## src/hdl/tct_pkg.sv

```systemverilog
package tct_pkg;

  localparam int unsigned TIME_W  = 64;
  localparam int unsigned FLAGS_W = 8;
  localparam int unsigned OUT_CNT_W = 32;

  localparam logic [FLAGS_W-1:0] FL_FIN  = 8'h01;
  localparam logic [FLAGS_W-1:0] FL_SYN  = 8'h02;
  localparam logic [FLAGS_W-1:0] FL_RST  = 8'h04;
  localparam logic [FLAGS_W-1:0] FL_ACK  = 8'h10;
  localparam logic [FLAGS_W-1:0] FL_MASK = FL_FIN | FL_SYN | FL_RST | FL_ACK;

  localparam logic [TIME_W-1:0] TIME_WAIT_DEFAULT = 64'd120000000;

  // Configuration register indexes.
  localparam logic CFG_CREATION_TIME = 1'b0;
  localparam logic CFG_TIME_WAIT     = 1'b1;

  typedef enum logic [2:0] {
    PH_REQUESTED   = 3'd0,
    PH_ESTABLISHED = 3'd1,
    PH_DATA        = 3'd2,
    PH_CLOSING     = 3'd3,
    PH_CLOSED      = 3'd4,
    PH_FAILURE     = 3'd5
  } phase_t;

  typedef enum logic [2:0] {
    CLS_ACK,
    CLS_SYN,
    CLS_SYNACK,
    CLS_FIN,
    CLS_RST,
    CLS_OTHER
  } flag_cls_t;

  typedef struct packed {
    logic              direction;
    flag_cls_t         cls;
    logic              in_window;
    logic [TIME_W-1:0] packet_time;
  } tct_entry_t;

endpackage

```

## src/hdl/tct_front.sv

```systemverilog
module tct_front import tct_pkg::*; (
  input  logic                clk,
  input  logic                rst_n,
  input  logic                cfg_valid,
  output logic                cfg_ready,
  input  logic                cfg_index,
  input  logic [TIME_W-1:0]   cfg_wdata,
  input  logic                in_valid,
  output logic                in_ready,
  input  logic                in_direction,
  input  logic [FLAGS_W-1:0]  in_tcp_flags,
  input  logic [TIME_W-1:0]   in_packet_time,
  input  logic                q_full,
  output logic                q_push,
  output tct_entry_t          q_entry
);

  logic [TIME_W-1:0] creation_time_r, creation_time_nxt;
  logic [TIME_W-1:0] time_wait_r, time_wait_nxt;
  logic [FLAGS_W-1:0] flags_m;
  logic [TIME_W-1:0] since_creation;
  flag_cls_t cls;

  assign cfg_ready = 1'b1;
  assign in_ready  = ~q_full;
  assign q_push    = in_valid & ~q_full;

  always_comb begin
    creation_time_nxt = creation_time_r;
    time_wait_nxt     = time_wait_r;
    if (cfg_valid) begin
      case (cfg_index)
        CFG_CREATION_TIME: creation_time_nxt = cfg_wdata;
        CFG_TIME_WAIT:     time_wait_nxt     = cfg_wdata;
        default: ;
      endcase
    end
  end

  always_ff @(posedge clk) begin
    if (!rst_n) begin
      creation_time_r <= '0;
      time_wait_r     <= TIME_WAIT_DEFAULT;
    end else begin
      creation_time_r <= creation_time_nxt;
      time_wait_r     <= time_wait_nxt;
    end
  end

  assign flags_m = in_tcp_flags & FL_MASK;

  always_comb begin
    case (flags_m)
      FL_ACK:                cls = CLS_ACK;
      FL_SYN:                cls = CLS_SYN;
      FL_SYN | FL_ACK:       cls = CLS_SYNACK;
      FL_FIN, FL_FIN|FL_ACK: cls = CLS_FIN;
      FL_RST, FL_RST|FL_ACK: cls = CLS_RST;
      default:               cls = CLS_OTHER;
    endcase
  end

  // In the data phase a retransmitted handshake needs a known creation time.
  assign since_creation = in_packet_time - creation_time_r;

  always_comb begin
    q_entry.direction   = in_direction;
    q_entry.cls         = cls;
    q_entry.in_window   = (creation_time_r != '0) &&
                          ((in_packet_time <= creation_time_r) ||
                           (since_creation <= time_wait_r));
    q_entry.packet_time = in_packet_time;
  end

endmodule

```

## src/hdl/tct_fifo.sv

```systemverilog
module tct_fifo import tct_pkg::*; #(
  parameter int unsigned DEPTH = 4
) (
  input  logic       clk,
  input  logic       rst_n,
  input  logic       push,
  input  tct_entry_t push_entry,
  output logic       full,
  input  logic       pop,
  output logic       head_valid,
  output tct_entry_t head_entry
);

  localparam int unsigned PTR_W = (DEPTH > 1) ? $clog2(DEPTH) : 1;
  localparam int unsigned CNT_W = $clog2(DEPTH + 1);
  localparam logic [PTR_W-1:0] LAST = PTR_W'(DEPTH - 1);

  tct_entry_t slots_r [DEPTH];
  logic [PTR_W-1:0] wr_ptr_r, wr_ptr_nxt;
  logic [PTR_W-1:0] rd_ptr_r, rd_ptr_nxt;
  logic [CNT_W-1:0] count_r, count_nxt;
  logic do_pop;

  assign full       = (count_r == CNT_W'(DEPTH));
  assign head_valid = (count_r != '0);
  assign head_entry = slots_r[rd_ptr_r];
  assign do_pop     = pop & head_valid;

  always_comb begin
    wr_ptr_nxt = wr_ptr_r;
    rd_ptr_nxt = rd_ptr_r;
    count_nxt  = count_r;
    if (push) begin
      wr_ptr_nxt = (wr_ptr_r == LAST) ? '0 : wr_ptr_r + 1'b1;
    end
    if (do_pop) begin
      rd_ptr_nxt = (rd_ptr_r == LAST) ? '0 : rd_ptr_r + 1'b1;
    end
    case ({push, do_pop})
      2'b10:   count_nxt = count_r + 1'b1;
      2'b01:   count_nxt = count_r - 1'b1;
      default: count_nxt = count_r;
    endcase
  end

  always_ff @(posedge clk) begin
    if (!rst_n) begin
      wr_ptr_r <= '0;
      rd_ptr_r <= '0;
      count_r  <= '0;
    end else begin
      wr_ptr_r <= wr_ptr_nxt;
      rd_ptr_r <= rd_ptr_nxt;
      count_r  <= count_nxt;
    end
  end

  always_ff @(posedge clk) begin
    if (push) begin
      slots_r[wr_ptr_r] <= push_entry;
    end
  end

endmodule

```

## src/hdl/tct_back.sv

```systemverilog
module tct_back import tct_pkg::*; #(
  parameter int unsigned COUNT_WIDTH = 32
) (
  input  logic                 clk,
  input  logic                 rst_n,
  input  logic                 q_valid,
  input  tct_entry_t           q_entry,
  output logic                 q_pop,
  output logic                 out_valid,
  input  logic                 out_ready,
  output logic                 out_accepted,
  output logic [2:0]           out_conn_state,
  output logic                 out_closer_side,
  output logic [TIME_W-1:0]    out_last_packet_time,
  output logic [OUT_CNT_W-1:0] out_client_packet_count,
  output logic [OUT_CNT_W-1:0] out_server_packet_count
);

  logic                   out_valid_r, out_valid_nxt;
  logic                   accepted_r, accepted_nxt;
  phase_t                 phase_r, phase_nxt;
  logic                   closer_r, closer_nxt;
  logic [TIME_W-1:0]      last_time_r, last_time_nxt;
  logic [COUNT_WIDTH-1:0] client_cnt_r, client_cnt_nxt;
  logic [COUNT_WIDTH-1:0] server_cnt_r, server_cnt_nxt;
  logic [63:0]            client_ext, server_ext;
  logic                   side;
  logic                   ok;
  phase_t                 judged;

  // The state registers double as the result payload: nothing new is taken
  // from the queue while a result is still waiting.
  assign q_pop = q_valid & (~out_valid_r | out_ready);
  assign side  = q_entry.direction;

  always_comb begin
    ok         = 1'b0;
    judged     = phase_r;
    closer_nxt = closer_r;
    case (phase_r)
      PH_REQUESTED: begin
        if (q_entry.cls == CLS_SYNACK && side) begin
          ok = 1'b1; judged = PH_ESTABLISHED;
        end else if ((q_entry.cls == CLS_SYN || q_entry.cls == CLS_ACK) && !side) begin
          ok = 1'b1;
        end else if (q_entry.cls == CLS_RST) begin
          ok = 1'b1; judged = PH_CLOSED; closer_nxt = side;
        end
      end
      PH_ESTABLISHED: begin
        if (q_entry.cls == CLS_ACK && !side) begin
          ok = 1'b1; judged = PH_DATA;
        end else if ((q_entry.cls == CLS_SYN && !side) ||
                     (q_entry.cls == CLS_SYNACK && side)) begin
          ok = 1'b1;
        end else if (q_entry.cls == CLS_RST) begin
          ok = 1'b1; judged = PH_CLOSED; closer_nxt = side;
        end
      end
      PH_DATA: begin
        if (q_entry.cls == CLS_ACK) begin
          ok = 1'b1;
        end else if (q_entry.cls == CLS_FIN) begin
          ok = 1'b1; judged = PH_CLOSING; closer_nxt = side;
        end else if (q_entry.cls == CLS_RST) begin
          ok = 1'b1; judged = PH_CLOSED; closer_nxt = side;
        end else if (((q_entry.cls == CLS_SYN && !side) ||
                      (q_entry.cls == CLS_SYNACK && side)) && q_entry.in_window) begin
          ok = 1'b1;
        end
      end
      PH_CLOSING: begin
        if (q_entry.cls == CLS_ACK) begin
          ok = 1'b1;
        end else if (q_entry.cls == CLS_FIN) begin
          ok = 1'b1;
          if (side != closer_r) begin
            judged = PH_CLOSED;
          end
        end else if (q_entry.cls == CLS_RST) begin
          ok = 1'b1; judged = PH_CLOSED;
        end
      end
      PH_CLOSED: begin
        ok = (q_entry.cls == CLS_ACK) || (q_entry.cls == CLS_FIN) ||
             (q_entry.cls == CLS_RST);
      end
      default: ok = 1'b0;
    endcase
  end

  always_comb begin
    out_valid_nxt  = out_valid_r & ~out_ready;
    accepted_nxt   = accepted_r;
    phase_nxt      = phase_r;
    last_time_nxt  = last_time_r;
    client_cnt_nxt = client_cnt_r;
    server_cnt_nxt = server_cnt_r;
    if (q_pop) begin
      out_valid_nxt = 1'b1;
      accepted_nxt  = ok;
      if (side) begin
        if (server_cnt_r != '1) server_cnt_nxt = server_cnt_r + 1'b1;
      end else begin
        if (client_cnt_r != '1) client_cnt_nxt = client_cnt_r + 1'b1;
      end
      if (ok) begin
        phase_nxt     = judged;
        last_time_nxt = q_entry.packet_time;
      end else begin
        phase_nxt = PH_FAILURE;
      end
    end
  end

  always_ff @(posedge clk) begin
    if (!rst_n) begin
      out_valid_r  <= 1'b0;
      accepted_r   <= 1'b0;
      phase_r      <= PH_REQUESTED;
      closer_r     <= 1'b0;
      last_time_r  <= '0;
      client_cnt_r <= '0;
      server_cnt_r <= '0;
    end else begin
      out_valid_r  <= out_valid_nxt;
      accepted_r   <= accepted_nxt;
      phase_r      <= phase_nxt;
      if (q_pop) begin
        closer_r <= closer_nxt;
      end
      last_time_r  <= last_time_nxt;
      client_cnt_r <= client_cnt_nxt;
      server_cnt_r <= server_cnt_nxt;
    end
  end

  assign client_ext = 64'(client_cnt_r);
  assign server_ext = 64'(server_cnt_r);

  assign out_valid               = out_valid_r;
  assign out_accepted            = accepted_r;
  assign out_conn_state          = phase_r;
  assign out_closer_side         = closer_r;
  assign out_last_packet_time    = last_time_r;
  assign out_client_packet_count = client_ext[OUT_CNT_W-1:0];
  assign out_server_packet_count = server_ext[OUT_CNT_W-1:0];

endmodule

```

## src/hdl/tcp_connection_tracker_core.sv

```systemverilog
// Tracks the state of one TCP connection from the packets seen on it.
// Input channel (in_*): one packet item per handshake, carrying its
// direction, flag byte and microsecond timestamp. Output channel (out_*):
// exactly one result item per packet, in order, with the verdict, the new
// connection state, the closing side, the last accepted time and the
// saturating per-direction packet counts.
// Configuration (cfg_*): index 0 is the creation time, index 1 the time-wait
// window; writes are taken every cycle and should be made while idle.
// From input acceptance to result valid, the front end classifies the packet
// and checks the time-wait window on the way into a small queue, and the back
// end updates the state and loads the result registers.
// Throughput is one item per cycle while the receiver keeps out_ready high.
// When the receiver stalls the result is held, the queue fills up to
// FIFO_DEPTH items and in_ready then drops until the result is taken.
// A synchronous reset empties the queue, clears the state and counters and
// restores the default configuration.
module tcp_connection_tracker_core import tct_pkg::*; #(
  parameter int unsigned COUNT_WIDTH = 32,
  parameter int unsigned FIFO_DEPTH  = 4
) (
  input  logic                 clk,
  input  logic                 rst_n,
  input  logic                 cfg_valid,
  output logic                 cfg_ready,
  input  logic                 cfg_index,
  input  logic [TIME_W-1:0]    cfg_wdata,
  input  logic                 in_valid,
  output logic                 in_ready,
  input  logic                 in_direction,
  input  logic [FLAGS_W-1:0]   in_tcp_flags,
  input  logic [TIME_W-1:0]    in_packet_time,
  output logic                 out_valid,
  input  logic                 out_ready,
  output logic                 out_accepted,
  output logic [2:0]           out_conn_state,
  output logic                 out_closer_side,
  output logic [TIME_W-1:0]    out_last_packet_time,
  output logic [OUT_CNT_W-1:0] out_client_packet_count,
  output logic [OUT_CNT_W-1:0] out_server_packet_count
);

  logic       q_full, q_push, q_pop, q_valid;
  tct_entry_t push_entry, head_entry;

  tct_front u_front (
    .clk            (clk),
    .rst_n          (rst_n),
    .cfg_valid      (cfg_valid),
    .cfg_ready      (cfg_ready),
    .cfg_index      (cfg_index),
    .cfg_wdata      (cfg_wdata),
    .in_valid       (in_valid),
    .in_ready       (in_ready),
    .in_direction   (in_direction),
    .in_tcp_flags   (in_tcp_flags),
    .in_packet_time (in_packet_time),
    .q_full         (q_full),
    .q_push         (q_push),
    .q_entry        (push_entry)
  );

  tct_fifo #(
    .DEPTH (FIFO_DEPTH)
  ) u_fifo (
    .clk        (clk),
    .rst_n      (rst_n),
    .push       (q_push),
    .push_entry (push_entry),
    .full       (q_full),
    .pop        (q_pop),
    .head_valid (q_valid),
    .head_entry (head_entry)
  );

  tct_back #(
    .COUNT_WIDTH (COUNT_WIDTH)
  ) u_back (
    .clk                     (clk),
    .rst_n                   (rst_n),
    .q_valid                 (q_valid),
    .q_entry                 (head_entry),
    .q_pop                   (q_pop),
    .out_valid               (out_valid),
    .out_ready               (out_ready),
    .out_accepted            (out_accepted),
    .out_conn_state          (out_conn_state),
    .out_closer_side         (out_closer_side),
    .out_last_packet_time    (out_last_packet_time),
    .out_client_packet_count (out_client_packet_count),
    .out_server_packet_count (out_server_packet_count)
  );

endmodule

```

## config.mk

```make
export PLATFORM = sky130hd
export DESIGN_NAME = tcp_connection_tracker_core
export DESIGN_NICKNAME = d
export VERILOG_FILES = /design/src/hdl/tct_pkg.sv /design/src/hdl/tct_front.sv /design/src/hdl/tct_fifo.sv /design/src/hdl/tct_back.sv /design/src/hdl/tcp_connection_tracker_core.sv
export SDC_FILE = /design/constraint.sdc
export NUM_CORES = 1
export LEC_CHECK = 0
export BUFFER_PORTS_ARGS = -buffer_cell sky130_fd_sc_hd__buf_2
export CAP_MARGIN = 20
export CORE_MARGIN = 1.5
export CORE_UTILIZATION = 45
export DETAILED_ROUTE_END_ITERATION = 16
export PLACE_DENSITY = 0.66
export SLEW_MARGIN = 20
export SYNTH_ARGS = -nofsm -noshare
export SYNTH_HDL_FRONTEND = slang
export SYNTH_SLANG_ARGS = --single-unit
```

## constraint.sdc

```tcl
create_clock -name clk -period 12.5 [get_ports clk]
set_input_delay 3.75 -clock clk [delete_from_list [all_inputs] [get_ports clk]]
set_output_delay 3.75 -clock clk [all_outputs]
set_load 0.01 [all_outputs]
```

==> run metrics, run 1 <==
Core Area=about 60000 um^2; Cell Area, Synth=26700 um^2; met1 Usage GRT=31.0%; area leader, netlist=edfxtp_1; Max Cap Violations=0; Worst setup EP type=flip-flop; Critical Path AT=9440 ps; hold_buf cts=0; DRT Pass-1 Iters=5; global route hottest layer=met2; IO Count=approximately 280; async set-reset flop share out of synthesis=0%; Final nets=about 3000; register area share after synthesis=between 50% and 60%; first-pass GRT wire length=around 110000 um; ranking of synthesized cells by area=edfxtp_1 31%, dfxtp_1 20%, ha_1 6.4%, mux4_2 5.8%, nand2_1 5.7%; clock latency on the worst-skew pair=approximately 630 ps; Die Height=around 250 um; die footprint=60700 um^2; hold slack=453 ps; CTS resizes=0; fin crit share=73.0%; Yosys warnings=0; initial antenna violation count=9; PwrDens=172 nW/um^2; syn nets=2826; post-synth top area share=31.1%; CP Class=input port to flip-flop; top cells by count, synth=403 x nand2_1, 276 x edfxtp_1, 271 x dfxtp_1, 168 x inv_1, 136 x ha_1; P_int=between 0.003 and 0.004 W; total chip power=0.00526 W; H-tree depth=2; synth unique cells=72; Post-Syn Instances=2545; Clock Skew=25.3 ps; Hold Fails Final Rpt=0; Slew headroom=27.8%; final setup fails=0; total leakage power=11.6 nW; CTS Buffer Depth=3; cell with the most instances after synthesis=nand2_1; M2 GR Usage=36.9%; GR Util met3=between 3 and 4%; WL final=~70000 um; drc violations=0; Seq cells post-synth=approximately 550; Hold Path Class=flip-flop to flip-flop; Syn-to-layout area delta=15.0%; Worst VDD drop=0.131 mV; EDFF count, synth=276; NetSw=roughly 0.0016 W; largest net degree at the start of global routing=126; routed len/inst=19.4 um; Reg power frac=42.2%; vias per inst=between 5 and 6; DRT iter0 DRCs=1221; Detail Route Antenna Nets=0; Clock Pin Slew Worst Setup and Hold Paths=60 ps; initial cell density of the core=45.4%; Die X-Extent=around 250 um; Clock Tree Root=clkbuf_16; Port Buf Inserts=273; ys flop type=edfxtp_1; grt ovf=0; Net Sw Frac=29.8%; # Post-CTS Setup Buffers=0; Placed Area=between 20000 and 30000 um^2; Worst Tran Pin Value=between 1000 and 1500 ps; clock power share=between 30% and 40%; vias in the first global route=about 19000; worst path required time=roughly 13000 ps; Comb pwr share=between 20% and 30%; clk sinks=547; overall routing resource usage=22.7%; post-route cell area=30700 um^2; RSZ-0062 raised after global routing=no; # fillers=about 5200; crit path time final=9120 ps; dpl hpwl=49800 um; layout cells sized above 1=between 15 and 20%; vias after detailed routing=19800; Setup crit start kind=input port; Slew Viols, Final=0; Row Count=89; RePlAce Congestion=about 0.90; fin util=52.1%; Post-Synthesis Mean Instance Area=around 10 um^2; status=complete, no violations; CTS tree=built; total CTS buffers=between 50 and 60; setup_tns=0 ps; CP Max Fanout=5; Fmax=110 MHz
==> power by group through the flow <==
stage / logic (W) / clock network [W] / registers [W]
4_1_cts: 0.00123 / 0.00185 / 0.00223
6_report: 0.00122 / 0.00182 / 0.00222
3_5_place_dp: 0.00123 / 0 / 0.00226
3_3_place_gp: 0.00121 / 0 / 0.00225
2_1_floorplan: 0.000844 / 0 / 0.00225
5_1_grt: 0.00135 / 0.00192 / 0.00225
==> critical path, stage by stage <==
cell and delay, ps:
buf_2 130, inv_1 130, ha_1 180, inv_1 60
fa_1 410, a21o_1 210, a221oi_1 600, o22a_1 300
nand2b_1 140, nand3_1 240, a2111oi_1 790, o31ai_1 170
xor2_1 180, ha_1 300, nand4_1 90, nor2_1 280
and3_1 280, nand4_1 160, nor3_1 320, o21a_1 170
a21oi_1 60, and3_1 170, a211o_1 320
==> final timing paths <==
kind                                   from                             end  depth (start not counted)  slack [ps]
max reg2reg      u_front.creation_time_r[0]           u_fifo.slots_r[2][64]                         21        6250
max                       in_packet_time[0]           u_fifo.slots_r[2][64]                         23        3380
min          u_back.out_last_packet_time[6]  u_back.out_last_packet_time[6]                          2         450
min reg2reg  u_back.out_last_packet_time[6]  u_back.out_last_packet_time[6]                          2         450
==> layer usage <==
layer	share of wire, %	wire [um]
met5	0.019	13
met4	3.0	2110
met3	5.6	3940
met2	46	32100
met1	45	31700
==> flip-flops by register name, summed over array words and instances (netlist names), named ones only <==
register / count
u_fifo.slots_r: 276
u_back.out_last_packet_time: 64
u_front.creation_time_r: 64
u_front.time_wait_r: 64
u_back.out_client_packet_count: 32
u_back.out_server_packet_count: 32
u_back.out_conn_state: 3
u_fifo.count_r: 3
u_fifo.rd_ptr_r: 2
u_fifo.wr_ptr_r: 2
u_back.out_accepted: 1
u_back.out_closer_side: 1
u_back.out_valid: 1
==> logic make-up after synthesis <==
family | after synthesis | synth area share (%)
AO/OA/AOI/OAI | 540 | 13.3
XOR/XNOR | 109 | 3.58
adder cells (fa/ha/maj) | 138 | 6.53
buffers and inverters | 291 | 4.30
flip-flops | 547 | 51.4
multiplexers | 77 | 6.14
other | 1 | 0.0141
AND/OR/NAND/NOR | 842 | 14.8
==> per-stage QoR <==
step / instances / worst slack, ps
2_1_floorplan: 2545 / 4480
3_3_place_gp: 3482 / 2420
3_5_place_dp: 3482 / 2610
4_1_cts: 3588 / 3250
5_1_grt: 3595 / 2980
6_report: 3595 / 3380
==> placed cells by master, fill, tap and decap left out, drive strengths merged, types with 7 or more instances in the layout <==
cell type and n:
xor2 46, diode 7, a21oi 98, inv 172, a21boi 138, nor4 20, o21bai 17, ha 136
o21a 13, a21o 50, clkbuf 77, nand2b 10, nand4 52, edfxtp 276, nor2 90, and4 13
a31oi 12, nand3 103, nor3 19, mux4 69, bufinv 10, clkinv 13, o211ai 12, nand2 404
xnor2 63, o21ai 140, and2 62, and3 23, nor2b 19, or3 20, buf 286, dfxtp 271
==> final cells by class <==
cell class	count	area, um^2	share of cell area [%]
inverter	168	631	2.06
clock buffer	76	1570	5.12
multi-input combinational	1707	11800	38.6
antenna	7	17.5	0.0571
tap	773	967	3.15
sequential	547	13700	44.7
timing repair buffer	287	1480	4.83
clock inverter	30	449	1.46
No activity file was read; power rests on OpenSTA's default activity.
==> inputs of run 2 (changes only) <==
--- a/config.mk
+++ b/config.mk
@@ -10,7 +10,7 @@
 export CORE_MARGIN = 1.5
 export CORE_UTILIZATION = 45
 export DETAILED_ROUTE_END_ITERATION = 16
-export PLACE_DENSITY = 0.66
+export PLACE_DENSITY = 0.68
 export SLEW_MARGIN = 20
 export SYNTH_ARGS = -nofsm -noshare
 export SYNTH_HDL_FRONTEND = slang
==> constraint.sdc (replaced) <==
create_clock -name clk -period 7.4 [get_ports clk]
set_input_delay 2.22 -clock clk [delete_from_list [all_inputs] [get_ports clk]]
set_output_delay 2.22 -clock clk [all_outputs]
set_load 0.01 [all_outputs]
==> run 2 against run 1 <==
Against the previous run:
- critical endpoint is now u_fifo.slots_r[1][64]
- first-iteration DRC count rose by 8.2%
- sequential share of layout area fell by 1.0 points
- clock skew fell by 4.6 ps
- worst hold slack barely moved
- highest routed layer is now met4
- register-to-register slack got worse by 4500 ps
- clock-buffer cell count fell by 1
- final cell count rose by 2.4%
- non-clock buffer count rose by 84
==> run metrics, run 2 (same netlist as run 1, synthesis figures left out) <==
commonest cells after routing, fill and taps aside=403 x nand2_1, 276 x edfxtp_1, 272 x buf_2; WL final=71200 um; # Post-CTS Setup Buffers=0; cells on worst reg2reg path=24; grt ovf=0; Critical Path AT=7420 ps; Clock Skew=20.7 ps; Hold Fails Final Rpt=0; largest net degree at the start of global routing=98; crit path time final=7070 ps; Max Cap Violations=0; total CTS buffers=58; Die X-Extent=246 um; Detail Route Antenna Nets=0; Worst VDD drop=between 0.2 and 0.25 mV; Final WS setup=332 ps; CP Max Fanout=5; Syn-to-layout area delta=17.6%; final setup fails=0; initial antenna violation count=7; buffers plus inverters on the worst setup path=5; dpl hpwl=50800 um; setup_tns=0 ps; hold path depth=2; IO Count=approximately 280; register area=13700 um^2; clock latency on the worst-skew pair=630 ps; vias after detailed routing=20000; total leakage power=approximately 12 nW; CP top delay family=compound AO/OA/AOI/OAI gates; Port Buf Inserts=273; Clock Tree Root=clkbuf_16; Setup crit start kind=input port; RePlAce Congestion=0.931; Clock Pin Slew Worst Setup and Hold Paths=60 ps; Die Height=246 um; # fillers=5211; initial cell density of the core=roughly 45%; Core Area=~59000 um^2; delay of the slowest cell on the worst path=440 ps; largest reg by FF count=u_fifo.slots_r; clk sinks=547; Row Count=89; DRT Pass-1 Iters=5; status=complete, no violations; PwrDens=roughly 290 nW/um^2; total chip power=roughly 0.009 W; CP Class=input port to flip-flop; Slew Viols, Final=0; Hold Path Class=flip-flop to flip-flop; Largest register FFs=between 200 and 300; area occupied by multi-input gates=11800 um^2; Worst Tran Pin Value=930 ps; most common cell after layout, fill and taps aside=nand2_1; first-pass GRT wire length=approximately 110000 um; H-tree depth=2; Slew headroom=~38%; CTS Buffer Depth=3; vias in the first global route=19700; Worst setup EP type=flip-flop; Fmax=between 100 and 150 MHz; Worst path depth=26; fin crit share=95.5%; DRT iter0 DRCs=between 1000 and 1500; CTS tree=built; overall routing resource usage=between 20% and 30%; layout cells sized above 1=just under 20%; drc violations=0; vias per inst=5.45; worst path required time=7750 ps; Placement Setup Slack=-398 ps; Slowest cell on crit path=a2111oi_0; routed len/inst=just under 20 um; die footprint=a little over 60000 um^2; RSZ-0062 raised after global routing=no; Final nets=3134
==> run 2: what timing repair did <==
action / CTS / global route
setup endpoints to repair: 0 / 4
hold buffers: 0 / 0
resized for setup: 0 / 1
==> run 2: tightest hold or removal path, stage by stage, from the launching register on <==
cell     delay [ps]
dfxtp_1         300
nand2_1          50
o21ai_1          50
==> run 2: final cells by class <==
type                       count  area share [%]
antenna                        5          0.0399
clock inverter                34            1.56
sequential                   547            43.7
clock buffer                  75            5.12
inverter                     168            2.01
multi-input combinational   1707            37.7
timing repair buffer         371            6.73
tap                          773            3.08
==> run 2: per-stage QoR <==
| stage | util, % | hold slack (ps) | cell area [um^2] | std cells |
|---|---|---|---|---|
| after floorplan | - | 443 | 26700 | 2545 |
| after global placement | 49.8 | 439 | 29300 | 3566 |
| after detailed placement | 49.8 | 444 | 29300 | 3566 |
| after CTS | 53.3 | 455 | 31400 | 3675 |
| after global routing | 53.4 | 473 | 31400 | 3680 |
| final | 53.4 | 452 | 31400 | 3680 |
==> run 2: power by group <==
group          switching [W]  total (W)  internal [W]
clock network        0.00125    0.00314       0.00189
registers           0.000206    0.00375       0.00354
logic                0.00124    0.00213      0.000891
total                0.00269    0.00902       0.00633
==> run 2: final timing paths <==
path | from | end | slack, ps
max | in_packet_time[0] | u_fifo.slots_r[1][64] | 330
min | u_back.out_last_packet_time[57] | u_back.out_last_packet_time[57] | 450
max reg2reg | u_front.creation_time_r[0] | u_fifo.slots_r[1][64] | 1730
min reg2reg | u_back.out_last_packet_time[57] | u_back.out_last_packet_time[57] | 450
==> run 2: layer usage <==
layer | part of all wire [%] | routed length, um | global-route usage [%] | up-vias
li1 | - | - | - | 9713
met1 | 44 | 31700 | 31.0 | 9604
met3 | 5.9 | 4180 | 3.42 | 116
met2 | 47 | 33300 | 38.2 | 611
met4 | 2.9 | 2050 | 7.84 | 0
met5 | 0 | 0 | 0 | -
